`config.mk`:
```
export PLATFORM = sky130hd
export DESIGN_NAME = graph_edge_contour_length
export DESIGN_NICKNAME = d
export VERILOG_FILES = /design/src/gecl_pkg.sv /design/src/gecl_sqrt.sv /design/src/gecl_dp.sv /design/src/gecl_ctrl.sv /design/src/graph_edge_contour_length.sv
export VERILOG_INCLUDE_DIRS = /design/src /design/src/src
export SDC_FILE = /design/constraint.sdc
export NUM_CORES = 2
export LEC_CHECK = 0
export ABC_AREA = 1
export ABC_CLOCK_PERIOD_IN_PS = 7600
export BUFFER_PORTS_ARGS = -buffer_cell sky130_fd_sc_hd__buf_2
export CAP_MARGIN = 0
export CORE_MARGIN = 5
export CORE_UTILIZATION = 41
export CTS_BUF_LIST = sky130_fd_sc_hd__clkbuf_2 sky130_fd_sc_hd__clkbuf_4 sky130_fd_sc_hd__clkbuf_8
export DETAILED_ROUTE_END_ITERATION = 10
export PLACE_DENSITY = 0.65
export SLEW_MARGIN = 10
export SYNTH_ARGS = -nofsm -noshare
export SYNTH_HDL_FRONTEND = slang
export SYNTH_SLANG_ARGS = --single-unit
```
`constraint.sdc`:
```
create_clock -name clk -period 7.6 [get_ports clk]
set_clock_uncertainty 0.05 [all_clocks]
set_input_delay 0.76 -clock clk [delete_from_list [all_inputs] [get_ports clk]]
set_output_delay 0.76 -clock clk [all_outputs]
set_load 0.05 [all_outputs]
```
`src/graph_edge_contour_length_assert.svh`:
```
// Assertion macros used by the graph edge contour length datapath.
`ifndef GRAPH_EDGE_CONTOUR_LENGTH_ASSERT_SVH
`define GRAPH_EDGE_CONTOUR_LENGTH_ASSERT_SVH

// Same-cycle implication, sampled on clk, off while arst_n is low.
`define GECL_ASSERT_NOW(label, ante, cons, msg) \
	label: assert property (@(posedge clk) disable iff (!arst_n) (ante) |-> (cons)) \
		else $error(msg);

// Next-cycle implication, sampled on clk, off while arst_n is low.
`define GECL_ASSERT_NEXT(label, ante, cons, msg) \
	label: assert property (@(posedge clk) disable iff (!arst_n) (ante) |=> (cons)) \
		else $error(msg);

`endif

```
`src/gecl_pkg.sv`:
```
// Shared types, codes and defaults of the graph edge contour length block.
package gecl_pkg;

	localparam int COORD_BITS_DEF  = 16;
	localparam int FRAC_BITS_DEF   = 16;
	localparam int LENGTH_BITS_DEF = 48;

	localparam int OP_BITS   = 2;
	localparam int CFG_W     = 8;
	localparam int NUM_AXES  = 3;
	localparam int AXIS_W    = 2;
	localparam int SQ_CNT_W  = 3;

	localparam logic [CFG_W-1:0]    LIMIT_RESET = 8'd3;
	localparam logic [SQ_CNT_W-1:0] SQ_LAST     = 3'd4;

	localparam logic [AXIS_W-1:0] AXIS_X = 2'd0;
	localparam logic [AXIS_W-1:0] AXIS_Y = 2'd1;
	localparam logic [AXIS_W-1:0] AXIS_Z = 2'd2;

	typedef enum logic [OP_BITS-1:0] {
		OP_SRC    = 2'd0,
		OP_TGT    = 2'd1,
		OP_POINT  = 2'd2,
		OP_FINISH = 2'd3
	} op_t;

	typedef enum logic [2:0] {
		ST_IDLE,
		ST_DISPATCH,
		ST_SQ,
		ST_CHECK,
		ST_ROOT,
		ST_ROOT_WAIT,
		ST_ADD,
		ST_OUT
	} state_t;

	// What the current squared distance / root is for.
	typedef enum logic [2:0] {
		STEP_POINT,
		STEP_NOPTS,
		STEP_DIR_A,
		STEP_DIR_B,
		STEP_SWP_A,
		STEP_SWP_B,
		STEP_GAP_A,
		STEP_GAP_B
	} step_t;

	// Operand pair of a squared distance.
	typedef enum logic [2:0] {
		PAIR_ITEM_LAST,
		PAIR_TGT_SRC,
		PAIR_SRC_FIRST,
		PAIR_TGT_LAST,
		PAIR_SRC_LAST,
		PAIR_TGT_FIRST
	} pair_t;

	typedef struct packed {
		logic              capture;
		logic              set_src;
		logic              set_tgt;
		logic              set_first;
		logic              set_last;
		logic              sq_clr;
		logic              sq_dst;     // 0: gap A register, 1: gap B register
		logic              axis_vld;
		logic [AXIS_W-1:0] axis;
		pair_t             pair;
		logic              root_start;
		logic              root_src;   // 0: gap A, 1: gap B
		logic              add;
		logic              set_disc;
		logic              emit;
	} cmd_t;

	typedef struct packed {
		op_t  op;
		logic have_points;
		logic ok_a;
		logic ok_b;
		logic root_done;
		logic out_free;
	} sts_t;

endpackage

```
`src/gecl_sqrt.sv`:
```
// Bit-serial restoring integer square root, one result bit per cycle.
module gecl_sqrt #(
	parameter int RAD_W = 66
) (
	input  logic                 clk,
	input  logic                 arst_n,
	input  logic                 start,
	input  logic [RAD_W-1:0]     radicand,
	output logic                 busy,
	output logic                 done,
	output logic [RAD_W/2-1:0]   root
);

	localparam int ROOT_W = RAD_W / 2;
	localparam int CNT_W  = $clog2(ROOT_W + 1);

	logic [RAD_W-1:0]  rad_q;
	logic [ROOT_W+1:0] rem_q;
	logic [ROOT_W-1:0] r_q;
	logic [CNT_W-1:0]  cnt_q;
	logic              busy_q;
	logic              done_q;

	logic [ROOT_W+1:0] rem_sh;
	logic [ROOT_W+1:0] trial;
	logic              fits;

	assign rem_sh = {rem_q[ROOT_W-1:0], rad_q[RAD_W-1 -: 2]};
	assign trial  = {r_q, 2'b01};
	assign fits   = (rem_sh >= trial);

	always_ff @(posedge clk or negedge arst_n) begin
		if (!arst_n) begin
			busy_q <= 1'b0;
			done_q <= 1'b0;
			cnt_q  <= '0;
		end else begin
			done_q <= 1'b0;
			if (start) begin
				busy_q <= 1'b1;
				cnt_q  <= CNT_W'(ROOT_W);
			end else if (busy_q) begin
				cnt_q <= cnt_q - 1'b1;
				if (cnt_q == CNT_W'(1)) begin
					busy_q <= 1'b0;
					done_q <= 1'b1;
				end
			end
		end
	end

	always_ff @(posedge clk) begin
		if (start) begin
			rad_q <= radicand;
			rem_q <= '0;
			r_q   <= '0;
		end else if (busy_q) begin
			rad_q <= rad_q << 2;
			if (fits) begin
				rem_q <= rem_sh - trial;
				r_q   <= {r_q[ROOT_W-2:0], 1'b1};
			end else begin
				rem_q <= rem_sh;
				r_q   <= {r_q[ROOT_W-2:0], 1'b0};
			end
		end
	end

	assign busy = busy_q;
	assign done = done_q;
	assign root = r_q;

endmodule

```
`src/gecl_dp.sv`:
```
// Datapath: positions, squared distances, root unit, accumulator, output register.
`include "graph_edge_contour_length_assert.svh"

module gecl_dp #(
	parameter int COORD_BITS  = gecl_pkg::COORD_BITS_DEF,
	parameter int FRAC_BITS   = gecl_pkg::FRAC_BITS_DEF,
	parameter int LENGTH_BITS = gecl_pkg::LENGTH_BITS_DEF
) (
	input  logic                          clk,
	input  logic                          arst_n,
	input  gecl_pkg::cmd_t                cmd,
	output gecl_pkg::sts_t                sts,
	input  logic                          cfg_valid,
	output logic                          cfg_ready,
	input  logic [gecl_pkg::CFG_W-1:0]    cfg_data,
	input  logic [gecl_pkg::OP_BITS-1:0]  in_op,
	input  logic signed [COORD_BITS-1:0]  in_x,
	input  logic signed [COORD_BITS-1:0]  in_y,
	input  logic signed [COORD_BITS-1:0]  in_z,
	output logic                          out_valid,
	input  logic                          out_ready,
	output logic [LENGTH_BITS-1:0]        out_len,
	output logic                          out_disc,
	output logic                          out_sat
);

	import gecl_pkg::*;

	localparam int CB     = COORD_BITS;
	localparam int LB     = LENGTH_BITS;
	localparam int SQ_W   = 2 * CB + 2;
	localparam int RAD_W  = SQ_W + 2 * FRAC_BITS;
	localparam int ROOT_W = RAD_W / 2;
	localparam int CMP_W  = (ROOT_W > LB) ? ROOT_W : LB;
	localparam logic [LB-1:0] LEN_MAX = {LB{1'b1}};

	typedef logic signed [NUM_AXES-1:0][CB-1:0] pos_t;

	pos_t              item_q, src_q, tgt_q, first_q, last_q;
	op_t               op_q;
	logic [CFG_W-1:0]  limit_q;
	logic              have_q;
	logic [LB-1:0]     acc_q;
	logic              sat_q;
	logic              disc_q;
	logic [SQ_W-1:0]   sq_a_q, sq_b_q;
	logic [CB-1:0]     mag_s1;
	logic              vld_s1;
	logic [2*CB-1:0]   prod_s2;
	logic              vld_s2;
	logic [LB-1:0]     dist_q;
	logic              dist_sat_q;
	logic              out_valid_q;
	logic [LB-1:0]     out_len_q;
	logic              out_disc_q, out_sat_q;

	pos_t                 pos_a, pos_b;
	logic signed [CB-1:0] crd_a, crd_b;
	logic signed [CB:0]   diff;
	logic [CB-1:0]        mag;
	logic                 root_busy, root_done;
	logic [ROOT_W-1:0]    root;
	logic [RAD_W-1:0]     root_in;
	logic [CMP_W-1:0]     root_ext;
	logic [LB:0]          sum;
	logic                 out_free;

	// operand pair
	always_comb begin
		case (cmd.pair)
			PAIR_ITEM_LAST: begin pos_a = item_q; pos_b = last_q;  end
			PAIR_TGT_SRC:   begin pos_a = tgt_q;  pos_b = src_q;   end
			PAIR_SRC_FIRST: begin pos_a = src_q;  pos_b = first_q; end
			PAIR_TGT_LAST:  begin pos_a = tgt_q;  pos_b = last_q;  end
			PAIR_SRC_LAST:  begin pos_a = src_q;  pos_b = last_q;  end
			PAIR_TGT_FIRST: begin pos_a = tgt_q;  pos_b = first_q; end
			default:        begin pos_a = item_q; pos_b = last_q;  end
		endcase
	end

	always_comb begin
		case (cmd.axis)
			AXIS_X:  begin crd_a = pos_a[0]; crd_b = pos_b[0]; end
			AXIS_Y:  begin crd_a = pos_a[1]; crd_b = pos_b[1]; end
			AXIS_Z:  begin crd_a = pos_a[2]; crd_b = pos_b[2]; end
			default: begin crd_a = pos_a[0]; crd_b = pos_b[0]; end
		endcase
	end

	// |a-b| < 2^CB always fits CB bits
	assign diff = {crd_a[CB-1], crd_a} - {crd_b[CB-1], crd_b};
	assign mag  = diff[CB] ? CB'(-diff) : CB'(diff);

	assign root_in  = RAD_W'(cmd.root_src ? sq_b_q : sq_a_q) << (2 * FRAC_BITS);
	assign root_ext = CMP_W'(root);
	assign sum      = {1'b0, acc_q} + {1'b0, dist_q};
	assign out_free = !out_valid_q || out_ready;

	gecl_sqrt #(.RAD_W(RAD_W)) u_sqrt (
		.clk      (clk),
		.arst_n   (arst_n),
		.start    (cmd.root_start),
		.radicand (root_in),
		.busy     (root_busy),
		.done     (root_done),
		.root     (root)
	);

	always_ff @(posedge clk or negedge arst_n) begin
		if (!arst_n) begin
			src_q       <= '0;
			tgt_q       <= '0;
			limit_q     <= LIMIT_RESET;
			have_q      <= 1'b0;
			acc_q       <= '0;
			sat_q       <= 1'b0;
			disc_q      <= 1'b0;
			vld_s1      <= 1'b0;
			vld_s2      <= 1'b0;
			out_valid_q <= 1'b0;
		end else begin
			if (cfg_valid) begin
				limit_q <= cfg_data;
			end
			if (cmd.set_src) begin
				src_q <= item_q;
			end
			if (cmd.set_tgt) begin
				tgt_q <= item_q;
			end
			if (cmd.set_first) begin
				have_q <= 1'b1;
			end
			vld_s1 <= cmd.axis_vld;
			vld_s2 <= vld_s1;
			if (cmd.set_disc) begin
				disc_q <= !(sts.ok_a && sts.ok_b);
			end
			if (cmd.add) begin
				if (sum[LB]) begin
					acc_q <= LEN_MAX;
					sat_q <= 1'b1;
				end else begin
					acc_q <= sum[LB-1:0];
				end
				if (dist_sat_q) begin
					sat_q <= 1'b1;
				end
			end
			if (out_ready) begin
				out_valid_q <= 1'b0;
			end
			if (cmd.emit) begin
				out_valid_q <= 1'b1;
				have_q      <= 1'b0;
				acc_q       <= '0;
				sat_q       <= 1'b0;
				disc_q      <= 1'b0;
			end
		end
	end

	always_ff @(posedge clk) begin
		if (cmd.capture) begin
			op_q   <= op_t'(in_op);
			item_q <= {in_z, in_y, in_x};
		end
		if (cmd.set_first || cmd.set_last) begin
			last_q <= item_q;
		end
		if (cmd.set_first) begin
			first_q <= item_q;
		end
		mag_s1  <= mag;
		prod_s2 <= mag_s1 * mag_s1;
		if (cmd.sq_clr) begin
			if (cmd.sq_dst) begin
				sq_b_q <= '0;
			end else begin
				sq_a_q <= '0;
			end
		end else if (vld_s2) begin
			if (cmd.sq_dst) begin
				sq_b_q <= sq_b_q + SQ_W'(prod_s2);
			end else begin
				sq_a_q <= sq_a_q + SQ_W'(prod_s2);
			end
		end
		if (root_done) begin
			if (root_ext > CMP_W'(LEN_MAX)) begin
				dist_q     <= LEN_MAX;
				dist_sat_q <= 1'b1;
			end else begin
				dist_q     <= root_ext[LB-1:0];
				dist_sat_q <= 1'b0;
			end
		end
		if (cmd.emit) begin
			out_len_q  <= acc_q;
			out_disc_q <= disc_q;
			out_sat_q  <= sat_q;
		end
	end

	assign sts.op          = op_q;
	assign sts.have_points = have_q;
	assign sts.ok_a        = (sq_a_q <= SQ_W'(limit_q));
	assign sts.ok_b        = (sq_b_q <= SQ_W'(limit_q));
	assign sts.root_done   = root_done;
	assign sts.out_free    = out_free;

	assign cfg_ready = 1'b1;
	assign out_valid = out_valid_q;
	assign out_len   = out_len_q;
	assign out_disc  = out_disc_q;
	assign out_sat   = out_sat_q;

	`GECL_ASSERT_NOW(a_root_idle_on_start, cmd.root_start, !root_busy, "root started while busy")
	`GECL_ASSERT_NOW(a_emit_slot_free, cmd.emit, out_free, "result overwrote pending output")
	`GECL_ASSERT_NOW(a_first_once, cmd.set_first, !have_q, "first point written twice in an edge")
	`GECL_ASSERT_NEXT(a_add_after_root, cmd.add, !vld_s2 && !root_busy, "add overlaps distance work")

endmodule

```
`src/gecl_ctrl.sv`:
```
// Controller: sequences squared distances, roots and accumulation per request.
module gecl_ctrl (
	input  logic           clk,
	input  logic           arst_n,
	input  logic           s_tvalid,
	output logic           s_tready,
	input  gecl_pkg::sts_t sts,
	output gecl_pkg::cmd_t cmd
);

	import gecl_pkg::*;

	state_t               state_q, state_n;
	step_t                step_q, step_n;
	logic [SQ_CNT_W-1:0]  cnt_q, cnt_n;

	// next state
	always_comb begin
		state_n = state_q;
		step_n  = step_q;
		case (state_q)
			ST_IDLE: begin
				if (s_tvalid) begin
					state_n = ST_DISPATCH;
				end
			end
			ST_DISPATCH: begin
				case (sts.op)
					OP_POINT: begin
						if (sts.have_points) begin
							step_n  = STEP_POINT;
							state_n = ST_SQ;
						end else begin
							state_n = ST_IDLE;
						end
					end
					OP_FINISH: begin
						step_n  = sts.have_points ? STEP_DIR_A : STEP_NOPTS;
						state_n = ST_SQ;
					end
					default: state_n = ST_IDLE;
				endcase
			end
			ST_SQ: begin
				if (cnt_q == SQ_LAST) begin
					case (step_q)
						STEP_DIR_A: step_n = STEP_DIR_B;
						STEP_SWP_A: step_n = STEP_SWP_B;
						default:    step_n = step_q;
					endcase
					case (step_q)
						STEP_DIR_A, STEP_SWP_A: state_n = ST_SQ;
						STEP_DIR_B, STEP_SWP_B: state_n = ST_CHECK;
						default:                state_n = ST_ROOT;
					endcase
				end
			end
			ST_CHECK: begin
				if (step_q == STEP_DIR_B && !(sts.ok_a && sts.ok_b)) begin
					step_n  = STEP_SWP_A;
					state_n = ST_SQ;
				end else begin
					step_n  = STEP_GAP_A;
					state_n = ST_ROOT;
				end
			end
			ST_ROOT: state_n = ST_ROOT_WAIT;
			ST_ROOT_WAIT: begin
				if (sts.root_done) begin
					state_n = ST_ADD;
				end
			end
			ST_ADD: begin
				case (step_q)
					STEP_POINT: state_n = ST_IDLE;
					STEP_GAP_A: begin
						step_n  = STEP_GAP_B;
						state_n = ST_ROOT;
					end
					default: state_n = ST_OUT;
				endcase
			end
			ST_OUT: begin
				if (sts.out_free) begin
					state_n = ST_IDLE;
				end
			end
			default: state_n = ST_IDLE;
		endcase
	end

	assign cnt_n = (state_q == ST_SQ && cnt_q != SQ_LAST) ? cnt_q + 1'b1 : '0;

	// outputs
	always_comb begin
		cmd      = '0;
		cmd.pair = PAIR_ITEM_LAST;
		s_tready = 1'b0;
		case (step_q)
			STEP_NOPTS: cmd.pair = PAIR_TGT_SRC;
			STEP_DIR_A: cmd.pair = PAIR_SRC_FIRST;
			STEP_DIR_B: cmd.pair = PAIR_TGT_LAST;
			STEP_SWP_A: cmd.pair = PAIR_SRC_LAST;
			STEP_SWP_B: cmd.pair = PAIR_TGT_FIRST;
			default:    cmd.pair = PAIR_ITEM_LAST;
		endcase
		cmd.sq_dst   = (step_q == STEP_DIR_B) || (step_q == STEP_SWP_B);
		cmd.root_src = (step_q == STEP_GAP_B);
		case (state_q)
			ST_IDLE: begin
				s_tready    = 1'b1;
				cmd.capture = s_tvalid;
			end
			ST_DISPATCH: begin
				cmd.set_src   = (sts.op == OP_SRC);
				cmd.set_tgt   = (sts.op == OP_TGT);
				cmd.set_first = (sts.op == OP_POINT) && !sts.have_points;
			end
			ST_SQ: begin
				cmd.sq_clr   = (cnt_q == '0);
				cmd.axis_vld = (cnt_q < SQ_CNT_W'(NUM_AXES));
				cmd.axis     = cnt_q[AXIS_W-1:0];
			end
			ST_CHECK:     cmd.set_disc = (step_q == STEP_SWP_B);
			ST_ROOT:      cmd.root_start = 1'b1;
			ST_ROOT_WAIT: cmd.root_start = 1'b0;
			ST_ADD: begin
				cmd.add      = 1'b1;
				cmd.set_last = (step_q == STEP_POINT);
			end
			ST_OUT:       cmd.emit = sts.out_free;
			default:      cmd.emit = 1'b0;
		endcase
	end

	always_ff @(posedge clk or negedge arst_n) begin
		if (!arst_n) begin
			state_q <= ST_IDLE;
			step_q  <= STEP_POINT;
			cnt_q   <= '0;
		end else begin
			state_q <= state_n;
			step_q  <= step_n;
			cnt_q   <= cnt_n;
		end
	end

endmodule

```
`src/graph_edge_contour_length.sv`:
```
// Top level: 3D contour length of one graph edge over a stream of node and point requests.
// Node requests and the first point of an edge are stored only; each further point adds its
// distance from the last point, taken by the bit-serial square root.
// Finish: one root with no points; two roots with points, direct or with swapped ends; a
// waiting result sits in the output register. Throughput: one request in flight.
// arst_n clears nodes, sum and point flags and loads limit 3; first/last point stay unset.
module graph_edge_contour_length #(
	parameter int COORD_BITS  = gecl_pkg::COORD_BITS_DEF,
	parameter int FRAC_BITS   = gecl_pkg::FRAC_BITS_DEF,
	parameter int LENGTH_BITS = gecl_pkg::LENGTH_BITS_DEF
) (
	input  logic                                  clk,
	input  logic                                  arst_n,
	// configuration: connect_limit_sq
	input  logic                                  cfg_valid,
	output logic                                  cfg_ready,
	input  logic [gecl_pkg::CFG_W-1:0]            cfg_data,
	// request stream
	input  logic                                  s_tvalid,
	output logic                                  s_tready,
	input  logic [((3*COORD_BITS+7)/8)*8-1:0]     s_tdata,  // x_coord, y_coord, z_coord
	input  logic [gecl_pkg::OP_BITS-1:0]          s_tuser,  // opcode
	// result stream
	output logic                                  m_tvalid,
	input  logic                                  m_tready,
	output logic [((LENGTH_BITS+7)/8)*8-1:0]      m_tdata,  // contour_len
	output logic [1:0]                            m_tuser   // disconnected, saturated
);

	import gecl_pkg::*;

	localparam int CB        = COORD_BITS;
	localparam int OUT_TD_W  = ((LENGTH_BITS + 7) / 8) * 8;

	cmd_t                    cmd;
	sts_t                    sts;
	logic [LENGTH_BITS-1:0]  len;
	logic                    disc;
	logic                    sat;

	// Controller stores nodes and first points and walks other requests through squared distance
	// (3 axes through a 2-stage multiply pipe), root, saturating add and output hand-off.
	gecl_ctrl u_ctrl (
		.clk      (clk),
		.arst_n   (arst_n),
		.s_tvalid (s_tvalid),
		.s_tready (s_tready),
		.sts      (sts),
		.cmd      (cmd)
	);

	// Datapath owns all positions, the running sum and the output register, so a
	// finished result waits there while the next request is taken.
	gecl_dp #(
		.COORD_BITS  (COORD_BITS),
		.FRAC_BITS   (FRAC_BITS),
		.LENGTH_BITS (LENGTH_BITS)
	) u_dp (
		.clk       (clk),
		.arst_n    (arst_n),
		.cmd       (cmd),
		.sts       (sts),
		.cfg_valid (cfg_valid),
		.cfg_ready (cfg_ready),
		.cfg_data  (cfg_data),
		.in_op     (s_tuser),
		.in_x      (s_tdata[CB-1:0]),
		.in_y      (s_tdata[2*CB-1:CB]),
		.in_z      (s_tdata[3*CB-1:2*CB]),
		.out_valid (m_tvalid),
		.out_ready (m_tready),
		.out_len   (len),
		.out_disc  (disc),
		.out_sat   (sat)
	);

	// pad bits of tdata are zero
	assign m_tdata = OUT_TD_W'(len);
	assign m_tuser = {sat, disc};

endmodule
```
Word level (Yosys, flattened, before mapping)
Index checks and enable logic that the tools add are counted.
{"block": "classes", "add_sub_neg": 8, "n_mul": 1, "n_eq_ne": 39, "mux": 71, "n_reduce_logical": 32, "magnitude_cmp": 5}
{"cell": "2-to-1 mux 34 bit", "n": 9}
{"cell": "2-to-1 mux 48 bit", "n": 4}
{"cell": "case mux 48 bit (2 select lines)", "n": 2}
{"cell": "2-to-1 mux 66 bit", "n": 2}
{"cell": "adder 34 x 32 -> 34 bit", "n": 2}
{"cell": "less-or-equal comparator 34 x 8 -> 1 bit", "n": 2}
{"cell": "case mux 16 bit (2 select lines)", "n": 2}
{"cell": "adder 48 x 48 -> 49 bit", "n": 1}
{"cell": "> comparator 33 x 48 -> 1 bit, second input constant", "n": 1}
{"cell": "greater-or-equal comparator 35 bit", "n": 1}
{"cell": "equality test 3 bit, second input constant", "n": 11}
{"cell": "2-to-1 mux 3 bit", "n": 11}
{"cell": "2-to-1 mux 33 bit", "n": 1}
{"cell": "subtractor 33 bit", "n": 1}
{"cell": "multiplier 16 x 16 -> 32 bit", "n": 1}
{"cell": "2-to-1 mux 1 bit", "n": 26}
{"cell": "case mux 3 bit (2 select lines)", "n": 4}
{"cell": "case mux 3 bit (8 select lines)", "n": 1}
{"cell": "equality test 3 x 2 -> 1 bit, second input constant", "n": 6}
{"cell": "subtractor 16 x 16 -> 17 bit", "n": 1}
{"cell": "2-to-1 mux 16 bit", "n": 1}
{"cell": "negation 16 bit", "n": 1}
{"cell": "case mux 3 bit (5 select lines)", "n": 1}
{"cell": "2-to-1 mux 6 bit", "n": 2}
{"cell": "28 further kinds", "n": 62}
{"block": "totals", "register_bits": 636, "input_bits": 63, "wordCells": 199}

Depth between registers and ports, before layout
{"block": "logic_depth", "word_depth": 9, "ltp_mapped": 33, "ltp_nobuf": 31}

Cells and area by module
A second synthesis with hierarchy kept.
{"block": "unflattened", "cells_unflattened": 5448, "area_unflattened_um2": 44011.0}
{"mod": "gecl_dp", "seq_area_each_um2": 13815.8, "area_per_inst_um2": 34984.8, "cells_each": 4158, "instances": 1}
{"mod": "gecl_sqrt", "seq_area_each_um2": 3503.4, "area_per_inst_um2": 8155.3, "cells_each": 1155, "instances": 1}
{"mod": "gecl_ctrl", "seq_area_each_um2": 225.2, "area_per_inst_um2": 855.8, "cells_each": 133, "instances": 1}
{"mod": "graph_edge_contour_length", "seq_area_each_um2": 0.0, "area_per_inst_um2": 15.0, "cells_each": 2, "instances": 1}

Worst setup path before layout
Ideal clock, no wire load.
{"block": "synth_path", "path_kind": "flip-flop to flip-flop", "from": "register u_dp.mag_s1[4]", "to": "register u_dp.prod_s2[24]", "synth_period_minus_slack_ps": 5680, "arrival_time_ps": 5557, "setup_ps": 72, "path_stages_with_launch": 21, "setup_slack_ps": 1920, "path_cell_list": "dfxtp_1 clkbuf_1 clkbuf_1 nand2_1 fa_1 inv_1 fa_1 fa_1 fa_1 fa_1 inv_1 fa_1 inv_1 ha_1 a21oi_1 o21ai_0 a21oi_1 a21boi_0 inv_1 a21oi_1 xnor2_1"}
{"block": "synth_between", "elab_chain_len": 1}
{"item": "from (decl)", "line_no": "gecl_dp.sv:47", "source": "logic [CB-1:0] mag_s1;"}
{"item": "from (signal assigned)", "line_no": "gecl_dp.sv:174", "source": "mag_s1 <= mag;"}
{"item": "multiplier 16 x 16 -> 32 bit", "line_no": "gecl_dp.sv:175", "source": "prod_s2 <= mag_s1 * mag_s1;"}
{"item": "to (signal assigned)", "line_no": "gecl_dp.sv:175"}
{"item": "to (decl)", "line_no": "gecl_dp.sv:49", "source": "logic [2*CB-1:0] prod_s2;"}
No other way between the ends.
A chain may end at the register's enable or synchronous reset.

Final worst setup path
{"block": "layout_path", "from": "register u_dp.mag_s1[1]", "to": "register u_dp.prod_s2[24]"}
Same word-level chain as after synthesis.

==> summary by stage <==
Critical path
The worst reg2reg path startpoint is u_dp.mag_s1[1]. The critical path start-end classification is flip-flop to flip-flop. The arrival time of the worst setup path is 6.77 ns. The number of cell instances on the worst register-to-register path is 20. The required time of the critical path is 8.23 ns. The launch point of the critical path is u_dp.mag_s1[1]. Of all nets on the critical path, the largest fanout is 17. The slack of the worst reg-to-reg path is 1.46 ns. The endpoint identified for the worst register-to-register timing path is u_dp.prod_s2[24]. The nature of the critical path startpoint is a flip-flop. The endpoint kind of the worst setup timing path is a flip-flop.

Final layout
The net count reported at finish is 5960. In the layout the commonest cells are sky130_fd_sc_hd__nand2_1 (1176), sky130_fd_sc_hd__inv_1 (919), sky130_fd_sc_hd__nor2_1 (480), sky130_fd_sc_hd__o21ai_0 (398), sky130_fd_sc_hd__edfxtp_1 (331). The layout-stage area growth over the synthesis result is 10.1%. In the final layout, the share of cells above drive strength 1 is 7.26%.

The most common library cell in the layout ignoring fill and taps is sky130_fd_sc_hd__nand2_1.

Route
The final route contains 36000 vias. The pre-antenna-repair detailed-routing pass consisted of 6 iterations. For this run, design rule violations remaining after detail routing come to 0. The total routed wirelength is 119000 um.

The wire length per cell is 17.2 um. For this block, the initial DRC count from the detailed router was 2779. The detailed-route vias per instance is 5.19. Once detail routing completed, the nets flagged for antenna violations numbered 0.

Run
The tool flagged a number of max-cap violations equal to 0.

Synth
Synthesis produced 5370 cells. The synthesized design contains 619 register bits. The net count of the mapped netlist is 5872.

In the synthesized netlist the async set-or-reset flop fraction comes to 28.3%. Among all flip-flop cells after synthesis, the most frequent one is sky130_fd_sc_hd__edfxtp_1. Yosys printed 0 warnings. Yosys mapped a number of flops with a built-in enable equal to 331. A synthesized cell averages 7.93 sq um. Of the synthesized area, sequential elements account for 38.9%. Summing every instance area after synthesis gives 42600 sq um.

After synthesis, the cell types taking the most area are sky130_fd_sc_hd__edfxtp_1 (23%), sky130_fd_sc_hd__nand2_1 (10%), sky130_fd_sc_hd__dfrtp_1 (10%). The top cell type by area accounts for 23.3% of the synthesized area. The most area-hungry cell type in the Yosys netlist is sky130_fd_sc_hd__edfxtp_1. The count of cell types in the netlist is 61.

Run status
The flow ran to the end, and the final reports show no timing, DRC or antenna violations.

Clock network
The maximum number of buffers from clock root to sink is 3. The CTS clock-pin slew for the worst setup and hold paths is 0.06 ns. The CTS tree is yes. The number of buffers inserted during clock tree synthesis is 107. In this run, post-CTS repair resized a total of 0 instances. The number of buffers added to fix hold violations after cts is 0. The H-tree was split into 3 levels. The number of buffers inserted to repair setup after CTS is 0. The cell at the root of the clock tree is sky130_fd_sc_hd__clkbuf_8. The later pin in the worst-skew pair is clocked with a latency of 0.79 ns. The clock net in this run drives a total of 619 sinks.

Timing
For the finished layout, the period the worst path requires is 6.14 ns. The relative slew slack is 22.5%. The final-report hold violation count is 0. The max-slew violation count is 0. Setup violations remaining at the end of the flow were counted as 0.

Hold is met by 0.0554 ns. The actual slew at the worst max-slew pin is 1.16 ns. Of the available clock period, the critical path in the final layout requires 80.8%. Adding up every negative setup slack in the final design gives 0 ns. Derived from the worst setup path, the maximum achievable clock frequency is 163 MHz. Setup repair after global routing left no endpoint under its margin.

GRT
The number of antenna violations at the first check in global routing was 3. For this run the aggregate overflow at the end of global routing stands at 0. The total global-route track usage is 21.2%.

The global-route wire length before repair is 191000 um. The via count of the first global-routing pass is 35200. The maximum number of pins on one net before global-route repair is 104.

Die
In this run the standard cell core region covers 103000 sq um. The floorplan die width is 332 um. The vertical die dimension is 332 um.

For this configuration, the core starts out at a cell density of 41.2%. The count of pins on the block boundary is 116. The floorplan step defined a die boundary enclosing 110000 sq um. The total number of placement rows is 118.

Hold path
The tightest min-delay check is of the input port to async pin type.

Placement
The post-DP HPWL is 88300 um. Input and output buffers added on the ports amount to 114. The weighted congestion at the end of routability-driven global placement is 0.946.
==> registers in the layout, summed over array words and instances (netlist names), 8 cells and up <==
name,cells
u_dp.u_sqrt.rad_q,34
u_dp.sq_b_q,34
u_dp.u_sqrt.root,33
u_dp.prod_s2,31
u_dp.u_sqrt.rem_q,33
u_dp.out_len,48
u_dp.dist_q,33
u_dp.tgt_q,48
u_dp.item_q,48
u_dp.limit_q,8
u_dp.mag_s1,16
u_dp.last_q,48
u_dp.first_q,48
u_dp.acc_q,48
u_dp.sq_a_q,34
u_dp.src_q,48
==> area by class of cell <==
| class | instances | area [sq um] |
|---|---|---|
| tap | 1380 | 1730 |
| multi-input combinational | 3653 | 21900 |
| antenna | 2 | 5.00 |
| clock buffer | 164 | 2060 |
| clock inverter | 40 | 304 |
| fill | 10300 | 56500 |
| sequential | 619 | 16600 |
| inverter | 930 | 3490 |
| timing repair buffer | 147 | 827 |
==> critical path: stages (launching register included) <==
cell                       delay (ns)
sky130_fd_sc_hd__dfxtp_1         0.85
sky130_fd_sc_hd__nand2_1         0.24
sky130_fd_sc_hd__xor2_1          0.23
sky130_fd_sc_hd__ha_1            0.28
sky130_fd_sc_hd__inv_1           0.06
sky130_fd_sc_hd__fa_1            0.53
sky130_fd_sc_hd__inv_1           0.05
sky130_fd_sc_hd__fa_1            0.51
sky130_fd_sc_hd__fa_1            0.52
sky130_fd_sc_hd__fa_1            0.54
sky130_fd_sc_hd__inv_1           0.05
sky130_fd_sc_hd__fa_1            0.52
sky130_fd_sc_hd__inv_1           0.04
sky130_fd_sc_hd__ha_1            0.35
sky130_fd_sc_hd__a21oi_1         0.20
sky130_fd_sc_hd__o21ai_0         0.17
sky130_fd_sc_hd__a21oi_1         0.20
sky130_fd_sc_hd__a21boi_0        0.30
sky130_fd_sc_hd__inv_1           0.07
sky130_fd_sc_hd__a21oi_1         0.17
sky130_fd_sc_hd__xnor2_1         0.14
==> through the flow <==
step / util, % / cells / cell area [sq um] / worst slack, ns
after floorplan: - / 5370 / 42600 / 1.92
after global placement: 43.1 / 6729 / 44500 / 1.50
after detailed placement: 43.1 / 6729 / 44500 / 1.47
after CTS: 45.4 / 6933 / 46900 / 1.43
after global routing: 45.4 / 6934 / 46900 / 0.964
final: 45.4 / 6935 / 46900 / 1.46
==> routing by layer <==
metal  vias to the layer above  global-route usage (%)  share of wire [%]
met4                         0                    7.16                3.2
met1                     16900                    29.4                 46
met5                         -                       0                  0
met3                       231                    2.64                5.5
li1                      17700                       -                  -
met2                      1082                    34.5                 45
==> how the worst max path moves through the flow <==
stage / end / slack (ns) / depth (start not counted)
floorplan: u_dp.prod_s2[24] / 1.92 / 20
global placement: u_dp.prod_s2[29] / 1.50 / 23
detailed placement: u_dp.prod_s2[29] / 1.47 / 21
CTS: u_dp.prod_s2[29] / 1.43 / 23
global route: u_dp.prod_s2[29] / 0.96 / 21
finish: u_dp.prod_s2[24] / 1.46 / 20
==> cells by family after synthesis <==
logic type | share of synthesized area (%)
simple gates | 21.5
buf+inv | 9.87
compound gates | 12.4
flops | 38.9
fa+ha+maj | 15.8
xor+xnor | 1.40
mux | 0.0529
other cells | 0.00881
==> synthesized netlist by cell type (all sizes together), types with 23 or more instances <==
cell,number
nand2,1181
inv,929
nor2,491
o21ai,424
nand3,333
edfxtp,331
a21oi,323
ha,273
dfrtp,173
fa,166
clkbuf,116
dfxtp,113
nand4,83
buf,52
nor3,49
xor2,40
a22oi,33
o2111ai,31
a21o,29
xnor2,28
o211ai,23
o21a,23
Power is not shown: default switching activity piles up to over one toggle a cycle in this logic, so the estimate is an artifact.
